`src/sv/omnm_pkg.sv`:
```
// ----------------------------------------------------------------------------
// omnm_pkg
// Shared types, constants and helpers of the object map nearest merge block.
// ----------------------------------------------------------------------------
package omnm_pkg;

	localparam int COORD_W     = 20;
	localparam int EXT_W       = 16;
	localparam int CONF_W      = 16;
	localparam int CLASS_W     = 4;
	localparam int ID_W        = 7;
	localparam int RADIUS_W    = 10;
	localparam int RADIUS2_W   = 2 * RADIUS_W;
	localparam int SQ_W        = 2 * COORD_W;
	localparam int DIST_W      = SQ_W + 2;
	localparam int REG_W       = 60;
	localparam int APB_DATA_W  = 64;
	localparam int APB_ADDR_W  = 4;
	localparam int CLASS_COUNT = 12;

	localparam logic [REG_W-1:0] RADIUS_LOW_RESET  = 60'd68214345895076440;
	localparam logic [REG_W-1:0] RADIUS_HIGH_RESET = 60'd676090344794317400;

	typedef enum logic [1:0] {
		ACT_INSERT = 2'd0,
		ACT_MERGE  = 2'd1,
		ACT_IGNORE = 2'd2,
		ACT_FULL   = 2'd3
	} action_t;

	typedef enum logic [2:0] {
		ST_IDLE,
		ST_SCAN,
		ST_DRAIN,
		ST_DECIDE,
		ST_MERGE,
		ST_DONE
	} state_t;

	typedef logic signed [COORD_W-1:0] coord_t;

	typedef struct packed {
		coord_t x;
		coord_t y;
		coord_t z;
	} centroid_t;

	typedef struct packed {
		logic [CLASS_W-1:0] class_code;
		coord_t             centroid_x;
		coord_t             centroid_y;
		coord_t             centroid_z;
		logic [EXT_W-1:0]   extent_x;
		logic [EXT_W-1:0]   extent_y;
		logic [EXT_W-1:0]   extent_z;
		logic [CONF_W-1:0]  confidence;
	} det_t;

	typedef struct packed {
		logic [CLASS_W-1:0] class_code;
		centroid_t          centroid;
		logic [EXT_W-1:0]   extent_x;
		logic [EXT_W-1:0]   extent_y;
		logic [EXT_W-1:0]   extent_z;
		logic [CONF_W-1:0]  confidence;
	} entry_t;

	typedef struct packed {
		action_t         action;
		logic [ID_W-1:0] entry_id;
	} res_t;

	// Magnitude of a coordinate difference; always below 2^COORD_W
	function automatic logic [COORD_W-1:0] abs_diff(coord_t a, coord_t b);
		logic [COORD_W:0] d;
		d = {a[COORD_W-1], a} - {b[COORD_W-1], b};
		if (d[COORD_W]) begin
			d = -d;
		end
		return d[COORD_W-1:0];
	endfunction

	// Floor average of two signed coordinates
	function automatic coord_t avg_coord(coord_t a, coord_t b);
		logic [COORD_W:0] s;
		s = {a[COORD_W-1], a} + {b[COORD_W-1], b};
		return s[COORD_W:1];
	endfunction

	// Floor average of two unsigned 16-bit values
	function automatic logic [EXT_W-1:0] avg_u16(logic [EXT_W-1:0] a, logic [EXT_W-1:0] b);
		logic [EXT_W:0] s;
		s = {1'b0, a} + {1'b0, b};
		return s[EXT_W:1];
	endfunction

endpackage

```
`src/sv/omnm_dist.sv`:
```
// ----------------------------------------------------------------------------
// omnm_dist
// Pipelined squared-distance unit shared by the same-class entries of a table scan.
// ----------------------------------------------------------------------------
module omnm_dist #(
	parameter int IDX_W = 6
) (
	input  logic                          clk,
	input  logic                          arst_n,
	input  logic                          in_valid,
	input  logic [IDX_W-1:0]              in_idx,
	input  omnm_pkg::centroid_t           det_c,
	input  omnm_pkg::centroid_t           ent_c,
	output logic                          out_valid,
	output logic [IDX_W-1:0]              out_idx,
	output logic [omnm_pkg::DIST_W-1:0]   out_dist,
	output logic                          busy
);
	import omnm_pkg::*;

	logic               v_s2, v_s3, v_s4;
	logic [IDX_W-1:0]   idx_s2, idx_s3, idx_s4;
	logic [COORD_W-1:0] ad_x_s2, ad_y_s2, ad_z_s2;
	logic [SQ_W-1:0]    sq_x_s3, sq_y_s3, sq_z_s3;
	logic [DIST_W-1:0]  dist_s4;

	// Advance stage valid flags
	always_ff @(posedge clk or negedge arst_n) begin
		if (!arst_n) begin
			v_s2 <= 1'b0;
			v_s3 <= 1'b0;
			v_s4 <= 1'b0;
		end else begin
			v_s2 <= in_valid;
			v_s3 <= v_s2;
			v_s4 <= v_s3;
		end
	end

	// Absolute differences, squares, then the sum of the three axes
	always_ff @(posedge clk) begin
		idx_s2  <= in_idx;
		ad_x_s2 <= abs_diff(det_c.x, ent_c.x);
		ad_y_s2 <= abs_diff(det_c.y, ent_c.y);
		ad_z_s2 <= abs_diff(det_c.z, ent_c.z);

		idx_s3  <= idx_s2;
		sq_x_s3 <= SQ_W'(ad_x_s2) * SQ_W'(ad_x_s2);
		sq_y_s3 <= SQ_W'(ad_y_s2) * SQ_W'(ad_y_s2);
		sq_z_s3 <= SQ_W'(ad_z_s2) * SQ_W'(ad_z_s2);

		idx_s4  <= idx_s3;
		dist_s4 <= DIST_W'(sq_x_s3) + DIST_W'(sq_y_s3) + DIST_W'(sq_z_s3);
	end

	assign out_valid = v_s4;
	assign out_idx   = idx_s4;
	assign out_dist  = dist_s4;
	assign busy      = v_s2 || v_s3 || v_s4;

endmodule

```
`config.mk`:
```
export PLATFORM = sky130hd
export DESIGN_NAME = omnm_dist
export DESIGN_NICKNAME = d
export VERILOG_FILES = /design/src/sv/omnm_pkg.sv /design/src/sv/omnm_dist.sv
export SDC_FILE = /design/constraint.sdc
export NUM_CORES = 2
export LEC_CHECK = 0
export BUFFER_PORTS_ARGS = -buffer_cell sky130_fd_sc_hd__buf_2
export CORE_MARGIN = 1.5
export CORE_UTILIZATION = 30
export CTS_BUF_LIST = sky130_fd_sc_hd__clkbuf_8
export CTS_CLUSTER_SIZE = 10
export DETAILED_ROUTE_END_ITERATION = 8
export PLACE_DENSITY = 0.47
export SLEW_MARGIN = 10
export SYNTH_ARGS = -nofsm -noshare
export SYNTH_HDL_FRONTEND = slang
export SYNTH_SLANG_ARGS = --single-unit
```
`constraint.sdc`:
```
create_clock -name clk -period 7.9 [get_ports clk]
set_input_delay 0.79 -clock clk [delete_from_list [all_inputs] [get_ports clk]]
set_output_delay 0.79 -clock clk [all_outputs]
set_load 0.1 [all_outputs]
```
==> metrics.txt <==
status=complete, no violations; Avg WL per Cell=approximately 16 µm; largest area contributor in the netlist=fa_1; DP Area=0.0507 mm²; worst-skew pair later-pin latency=between 600 and 700 ps; H-tree depth=2; Finished Cell Area=about 0.052 mm²; global route overflow=0; Initial Util=0.302; FF-to-FF path depth=20; Worst Setup SP=ad_y_s2[6]; Clock Skew=18.3 ps; endpoints failing setup=0; Die Wd=about 400 µm; reg-to-reg slack, setup=520 ps; hold_sp=in_idx[5]; vias in the first global route=approximately 36000; Placeable Area=~0.16 mm²; fmax=0.135 GHz; Area Growth Syn to Fin=9.44%; initial antenna violation count=13; Worst Setup Start Kind=flip-flop; CTS buffer count=47; Synth async-reset ratio=0.0125; Clock Tree Buf Depth=3; clock sink count=240; Yosys reg bits=240; total vias in the final route=roughly 34000; hold crit path type=input port to flip-flop; Cell Area, Synth=0.0473 mm²; top post-synthesis cells by count=inv_1, fa_1, ha_1, nand2_1, dfxtp_1; crit path kind=flip-flop to flip-flop; FP Rows=between 100 and 150; routability cong.=around 0.84; Post-synth top flop=dfxtp_1; DRC Markers=0; top cells by area, synth=fa_1, ha_1, dfxtp_1; die area=0.160 mm²; gr usage total=0.151; CP Capture Type=flip-flop; hpwl dp=about 100 mm; Final ANT Viol Nets=0; final period utilization=0.934; fraction of layout instances using a drive strength above 1=0.0730; maxcap violations=0; CTS clk-pin slew, worst paths=around 60 ps; WL final=117 mm; Worst R2R End=sq_y_s3[36]; Syn. warnings=0; number of cells on the worst hold path=1; Max Fanout on Critical Path=13; sequential-to-total area share from yosys stat=0.102; worst endpoint required time=8450 ps; post-layout minimum cycle time=7380 ps; WP data arrival=7930 ps; largest net degree at the start of global routing=25; Cell variety after synth=90; via density per instance=4.60; Die Height=400 µm; Slew @ Worst Pin=1070 ps; Buffers on Ports=about 180; filler instances=around 17000; RSZ-0062 raised after global routing=no; Nets=6872; first drt pass iteration count=5; most frequent cell after synthesis=inv_1; number of synthesized flops with an enable pin=0; final slew viol count=0; TNS Setup=0 ps; syn avg cell area=9.16 µm²; setup repair bufs after CTS=0; first-pass GRT wire length=192 mm; CTS tree=built; Max transition margin=0.284; clk root buf=clkbuf_8; I/O pin cnt=179; WHS Endpoint=idx_s2[5]; Synth top area share=0.371; 1st-iter DRT viols=between 1000 and 1500; Hold Vio Cnt, Final=0; Mapped Cells=~5200; Reg-to-Reg Start=ad_y_s2[6]
-- metrics by stage --
stage          utilization  hold slack (ps)  std cells  setup WS, ps
2_1_floorplan            -              310       5164          1060
3_3_place_gp         0.324              310       7316           469
3_5_place_dp         0.324              312       7316           420
4_1_cts              0.331              130       7403           404
5_1_grt              0.331              146       7404          51.8
6_report             0.331              218       7405           519
-- sequential cells by signal, indices dropped and copies added, names as in the netlist --
signal     cells
sq_z_s3       39
v_s2           1
idx_s2         6
out_valid      1
idx_s3         6
sq_x_s3       39
out_idx        6
ad_x_s2       20
ad_z_s2       20
sq_y_s3       39
ad_y_s2       20
out_dist      42
v_s3           1
-- worst max-delay path: stages (launching register included) --
cell	delay, ps
dfxtp_1	640
inv_1	200
nor2_1	280
fa_1	470
inv_1	90
fa_1	440
fa_1	520
inv_1	50
fa_1	550
fa_1	420
fa_1	520
fa_1	420
ha_1	440
and4_1	310
nand2_1	90
or4_1	530
o22ai_1	420
nand2_1	120
a31oi_1	380
mux2i_1	230
o2111ai_1	110
-- placed cells by master, fill, tap and decap left out, types with 74 or more instances in the layout --
| cell type | instances |
|---|---|
| xnor2_1 | 193 |
| dfxtp_1 | 235 |
| a21o_1 | 113 |
| and2_1 | 213 |
| nand2_1 | 467 |
| ha_1 | 559 |
| fa_1 | 876 |
| xor2_1 | 74 |
| buf_2 | 178 |
| o21ai_0 | 123 |
| a21oi_1 | 176 |
| nor2_1 | 200 |
| inv_1 | 1166 |
-- layout make-up --
cell class,count,area [µm²],area share
antenna,2,5.00,0.0000967
clock buffer,58,798,0.0154
clock inverter,28,233,0.00450
inverter,1157,4340,0.0839
multi-input combinational,3610,37500,0.725
sequential,240,4820,0.0932
tap,2058,2570,0.0497
timing repair buffer,252,1450,0.0280
-- routing by layer --
metal / part of all wire / track usage / vias to the layer above
met5: 0.00010 / 0 / -
met4: 0.016 / 0.0269 / 2
met3: 0.034 / 0.0156 / 89
met2: 0.49 / 0.260 / 515
met1: 0.46 / 0.205 / 17000
li1: - / - / 16500
-- cells by family after synthesis --
| group | count (synthesis) | synth area share |
|---|---|---|
| xor+xnor | 267 | 0.0494 |
| fa+ha+maj | 1438 | 0.519 |
| simple gates | 1188 | 0.121 |
| other cells | 1 | 0.0000793 |
| buf+inv | 1314 | 0.105 |
| mux | 14 | 0.00315 |
| flops | 240 | 0.102 |
| compound gates | 700 | 0.100 |
-- repair_timing --
item                       4_1_cts  5_1_grt
gates resized for setup          0        2
hold endpoints to repair         3        0
setup endpoints to repair        0        3
hold buffers                     1        0
-- worst max-delay path by stage --
stage | end | slack (ps) | depth (start not counted)
finish | sq_y_s3[36] | 520 | 20
global route | sq_x_s3[39] | 50 | 24
CTS | sq_y_s3[36] | 400 | 20
detailed placement | sq_y_s3[36] | 420 | 20
global placement | sq_x_s3[39] | 470 | 20
floorplan | sq_z_s3[36] | 1060 | 22
Power is not shown: default switching activity piles up to over one toggle a cycle in this logic, so the estimate is an artifact.
