**config.mk**
```make
export PLATFORM = sky130hd
export DESIGN_NAME = omnm_cfg
export DESIGN_NICKNAME = d
export VERILOG_FILES = /design/src/sv/omnm_pkg.sv /design/src/sv/omnm_cfg.sv
export SDC_FILE = /design/constraint.sdc
export NUM_CORES = 1
export LEC_CHECK = 0
export ABC_AREA = 1
export CORE_ASPECT_RATIO = 1.1
export CORE_MARGIN = 5
export CORE_UTILIZATION = 46
export DETAILED_ROUTE_END_ITERATION = 8
export DONT_BUFFER_PORTS = 1
export PLACE_DENSITY = 0.69
export RECOVER_POWER = 100
export SKIP_LAST_GASP = 1
export SLEW_MARGIN = 40
export SYNTH_ARGS = -nofsm -noshare
export SYNTH_HDL_FRONTEND = slang
export SYNTH_SLANG_ARGS = --single-unit
```
**constraint.sdc**
```tcl
create_clock -name clk -period 1.5 [get_ports clk]
set_input_delay 0.3 -clock clk [delete_from_list [all_inputs] [get_ports clk]]
set_output_delay 0.3 -clock clk [all_outputs]
set_load 0.02 [all_outputs]
```
**src/sv/omnm_pkg.sv**
```systemverilog
// ----------------------------------------------------------------------------
// omnm_pkg
// Shared types, constants and helpers of the object map nearest merge block.
// ----------------------------------------------------------------------------
package omnm_pkg;

	localparam int COORD_W     = 20;
	localparam int EXT_W       = 16;
	localparam int CONF_W      = 16;
	localparam int CLASS_W     = 4;
	localparam int ID_W        = 7;
	localparam int RADIUS_W    = 10;
	localparam int RADIUS2_W   = 2 * RADIUS_W;
	localparam int SQ_W        = 2 * COORD_W;
	localparam int DIST_W      = SQ_W + 2;
	localparam int REG_W       = 60;
	localparam int APB_DATA_W  = 64;
	localparam int APB_ADDR_W  = 4;
	localparam int CLASS_COUNT = 12;

	localparam logic [REG_W-1:0] RADIUS_LOW_RESET  = 60'd68214345895076440;
	localparam logic [REG_W-1:0] RADIUS_HIGH_RESET = 60'd676090344794317400;

	typedef enum logic [1:0] {
		ACT_INSERT = 2'd0,
		ACT_MERGE  = 2'd1,
		ACT_IGNORE = 2'd2,
		ACT_FULL   = 2'd3
	} action_t;

	typedef enum logic [2:0] {
		ST_IDLE,
		ST_SCAN,
		ST_DRAIN,
		ST_DECIDE,
		ST_MERGE,
		ST_DONE
	} state_t;

	typedef logic signed [COORD_W-1:0] coord_t;

	typedef struct packed {
		coord_t x;
		coord_t y;
		coord_t z;
	} centroid_t;

	typedef struct packed {
		logic [CLASS_W-1:0] class_code;
		coord_t             centroid_x;
		coord_t             centroid_y;
		coord_t             centroid_z;
		logic [EXT_W-1:0]   extent_x;
		logic [EXT_W-1:0]   extent_y;
		logic [EXT_W-1:0]   extent_z;
		logic [CONF_W-1:0]  confidence;
	} det_t;

	typedef struct packed {
		logic [CLASS_W-1:0] class_code;
		centroid_t          centroid;
		logic [EXT_W-1:0]   extent_x;
		logic [EXT_W-1:0]   extent_y;
		logic [EXT_W-1:0]   extent_z;
		logic [CONF_W-1:0]  confidence;
	} entry_t;

	typedef struct packed {
		action_t         action;
		logic [ID_W-1:0] entry_id;
	} res_t;

	// Magnitude of a coordinate difference; always below 2^COORD_W
	function automatic logic [COORD_W-1:0] abs_diff(coord_t a, coord_t b);
		logic [COORD_W:0] d;
		d = {a[COORD_W-1], a} - {b[COORD_W-1], b};
		if (d[COORD_W]) begin
			d = -d;
		end
		return d[COORD_W-1:0];
	endfunction

	// Floor average of two signed coordinates
	function automatic coord_t avg_coord(coord_t a, coord_t b);
		logic [COORD_W:0] s;
		s = {a[COORD_W-1], a} + {b[COORD_W-1], b};
		return s[COORD_W:1];
	endfunction

	// Floor average of two unsigned 16-bit values
	function automatic logic [EXT_W-1:0] avg_u16(logic [EXT_W-1:0] a, logic [EXT_W-1:0] b);
		logic [EXT_W:0] s;
		s = {1'b0, a} + {1'b0, b};
		return s[EXT_W:1];
	endfunction

endpackage

```
**src/sv/omnm_cfg.sv**
```systemverilog
// ----------------------------------------------------------------------------
// omnm_cfg
// APB register file holding the per-class match radii, with class lookup.
// ----------------------------------------------------------------------------
module omnm_cfg (
	input  logic                                clk,
	input  logic                                arst_n,
	input  logic                                psel,
	input  logic                                penable,
	input  logic                                pwrite,
	input  logic [omnm_pkg::APB_ADDR_W-1:0]     paddr,
	input  logic [omnm_pkg::APB_DATA_W-1:0]     pwdata,
	output logic [omnm_pkg::APB_DATA_W-1:0]     prdata,
	output logic                                pready,
	input  logic [omnm_pkg::CLASS_W-1:0]        class_code,
	output logic [omnm_pkg::RADIUS_W-1:0]       radius
);
	import omnm_pkg::*;

	logic [REG_W-1:0]   radius_low_q;
	logic [REG_W-1:0]   radius_high_q;
	logic [2*REG_W-1:0] radius_all;
	logic               wr_en;
	logic               sel_high;

	assign pready   = 1'b1;
	assign wr_en    = psel && penable && pwrite && pready;
	// Each register spans eight bytes; address bit 3 picks the register, bits 2:0 are unused
	assign sel_high = paddr[3];

	// Write the addressed radius register
	always_ff @(posedge clk or negedge arst_n) begin
		if (!arst_n) begin
			radius_low_q  <= RADIUS_LOW_RESET;
			radius_high_q <= RADIUS_HIGH_RESET;
		end else if (wr_en) begin
			if (sel_high) begin
				radius_high_q <= pwdata[REG_W-1:0];
			end else begin
				radius_low_q <= pwdata[REG_W-1:0];
			end
		end
	end

	// Return the addressed register
	assign prdata = sel_high ? APB_DATA_W'(radius_high_q) : APB_DATA_W'(radius_low_q);

	// Pick the radius field of the requested class
	assign radius_all = {radius_high_q, radius_low_q};

	always_comb begin
		radius = '0;
		if (32'(class_code) < CLASS_COUNT) begin
			radius = radius_all[RADIUS_W*class_code +: RADIUS_W];
		end
	end

endmodule

```
==> metrics <==
Synth cell types=18; clk root buf=clkbuf_16; Clock power frac=35.2%; drt drc=0; DR WL met2=9660 µm; Fin Hold WS=-0.430 ns; slowest stage delay, CP=0.53 ns; placed cell count=1060; final setup fails=69; post-cts hold buffer count=12; Worst Tran Pin Value=1.12 ns; flops & latches, synth=120; Worst Skew=0 ns; outcome=finished with violations; WP buf/inv=1; worst path required time=1.20 ns; power per cell area=1420 nW/µm²; FMAX=538 MHz; vias per inst=5.43; TritonCTS clock tree=built; number of global-route vias before repair=5556; Die ar.=16400 µm²; Startpoint Class=flop; Syn Area/Cell=7.10 µm²; Leak=3.90 nW; CTS buffer count=17; Syn. warnings=0; WL met3=1670 µm; min cycle time layout=1.86 ns; Cell Int Power=7.49 mW; Switch Pwr=3.73 mW; ANT nets after route=0; Layout area overhead=23.2%; final worst-path cycle share=124%; WS Path Type=reg2out; total number of vias=6089; Mapped Cells=905; Comb power frac=23.6%; Slowest cell on crit path=dfstp_2; Nets=997; Multi-input gate area=3190 µm²; Final Util=57.7%; cells along the critical path=inv_2, o211ai_1, nand3_1, nand2_4; delay-heaviest family, CP=flip-flops; Worst Slack Setup Final=-0.360 ns; Setup crit end kind=output pin; Top Layer Used=met4; pin count of the biggest net entering global routing=121; first drt pass iteration count=5; Switching Fraction=33.3%; Clk pin slew, worst setup/hold paths=0.05 ns; initial antenna violation count=0; clock sinks=120; die height=134 µm; Die W=123 µm; Diodes inserted=0; IO buf count=0; sequential share of power=41.2%; detailed placement HPWL=13400 µm; IO Pins=152; Routed WL=20000 µm; RSZ-0062 raised after global routing=yes; row count=45; Initial Utilization=46.8%; Mapped Area=6430 µm²; Max Cap Violations=0; Reg area=3070 µm²; first-pass GRT wire length=30200 µm; DRT iter0 DRCs=612; fin. max-slew vios=0; Post-Layout Cell Count=1121; Placed Area=6650 µm²; maximum VDD drop=0.000739 V; CTS H-tree depth=4; GRT Resource Usage Total=24.3%; met1 wire length=7970 µm; worst hold path type=in2async; fin area=7920 µm²; Bufs on Longest Clock Path=2; layout cell share with drive strength beyond 1=24.9%; share of the yosys chip area belonging to registers=47.7%; Fill cells=1278; failing checks=hold timing, setup timing; Worst slew margin=25.6%; core area=13700 µm²; average wire per standard cell=17.8 µm; CP Max Fanout=2; final hold viol count=120; gpl congestion=0.882; clock latency on the worst-skew pair=0.43 ns; Worst Path Arrival=1.56 ns; global route total overflow=0
==> worst register-to-register path, cell delays in order, from the launching register on <==
cell	delay (ns)
dfstp_2	0.55
buf_6	0.10
buf_6	0.09
buf_4	0.10
nand2_1	0.04
o21ai_0	0.10
==> final timing paths <==
path,cells after the start,slack (ns),startpoint,endpoint
max in group asynchronous,0,1.69,arst_n,radius_low_q[46]$_DFFE_PN1P_
max reg2reg,5,0.44,radius_low_q[21]$_DFFE_PN1P_,radius_low_q[21]$_DFFE_PN1P_
min in group clk,2,0.01,pwdata[23],radius_high_q[23]$_DFFE_PN1P_
min reg2reg,2,0.49,radius_low_q[6]$_DFFE_PN1P_,radius_low_q[6]$_DFFE_PN1P_
max,4,-0.36,radius_high_q[9]$_DFFE_PN1P_,radius[9]
min,0,-0.43,arst_n,radius_high_q[8]$_DFFE_PN0P_
==> layer usage <==
metal  vias up  track usage [%]
met4         0             9.83
li1       2868                -
met2       255             37.4
met1      2926             32.1
met5         -                0
met3        40             6.83
==> through the flow <==
stage          worst slack, ns  power (mW)  TNS, ns
2_1_floorplan           0.0884        6.14        0
3_3_place_gp            0.0323        6.70        0
3_5_place_dp            0.0462        6.75        0
4_1_cts                 -0.324        11.0    -3.88
5_1_grt                 -0.414        11.7   -17.36
6_report                -0.360        11.2   -14.51
==> registers in the layout, indices dropped and copies added (netlist names) <==
| name | count |
|---|---|
| radius_high_q | 60 |
| radius_low_q | 60 |
==> cell usage after synthesis <==
cell / instances / area, µm²
clkbuf_1: 18 / 67.6
buf_4: 6 / 45.0
o21ai_1: 23 / 115
o21ai_0: 108 / 541
inv_1: 73 / 274
buf_1: 1 / 3.75
conb_1: 2 / 7.51
nor2_1: 1 / 3.75
buf_2: 35 / 175
clkinv_1: 1 / 3.75
dfrtp_1: 68 / 1700
buf_6: 5 / 56.3
dfstp_2: 52 / 1370
o211ai_1: 11 / 82.6
and3_1: 1 / 6.26
inv_4: 2 / 12.5
nand3_1: 79 / 395
nand2_1: 419 / 1570
==> power by group through the flow <==
stage | Clock, mW | Combinational (mW) | Sequential, mW
floorplan | 0 | 1.71 | 4.43
global placement | 0 | 2.08 | 4.61
detailed placement | 0 | 2.13 | 4.62
CTS | 3.98 | 2.41 | 4.58
global route | 4.13 | 2.90 | 4.69
finish | 3.95 | 2.65 | 4.62
==> repair_timing <==
action                     4_1_cts  5_1_grt
setup buffers                    7       11
pin swaps                       23       45
gates resized for setup         92       67
setup endpoints to repair       43       40
hold endpoints to repair       134      120
==> logic make-up (layout without fill, tap and decap cells) <==
family | Yosys count | count (layout) | synth area share (%)
other cells | 2 | 5 | 0.117
flops | 120 | 120 | 47.7
simple gates | 500 | 500 | 30.8
compound gates | 142 | 142 | 11.5
buf+inv | 141 | 166 | 9.92
==> final cells by class <==
type,count,share of cell area [%]
well taps,188,2.97
clock inverters,13,1.64
inverters,76,3.63
clock buffers,19,5.59
multi-input cells,647,40.3
repair buffers,58,7.16
flip-flops and latches,120,38.7
==> cell usage in the layout (no fill, tap or decap), drive strengths merged <==
| master | synthesis | layout |
|---|---|---|
| inv | 75 | 75 |
| dfrtp | 68 | 68 |
| conb | 2 | 5 |
| dfstp | 52 | 52 |
| o21ai | 131 | 131 |
| buf | 47 | 41 |
| nand2 | 419 | 419 |
| clkinvlp | 0 | 6 |
| nor2 | 1 | 1 |
| and3 | 1 | 1 |
| clkbuf | 18 | 24 |
| bufinv | 0 | 2 |
| clkinv | 1 | 6 |
| dlygate4sd3 | 0 | 12 |
| o211ai | 11 | 11 |
| nand3 | 79 | 79 |
Power figures use the tool's default switching activity.
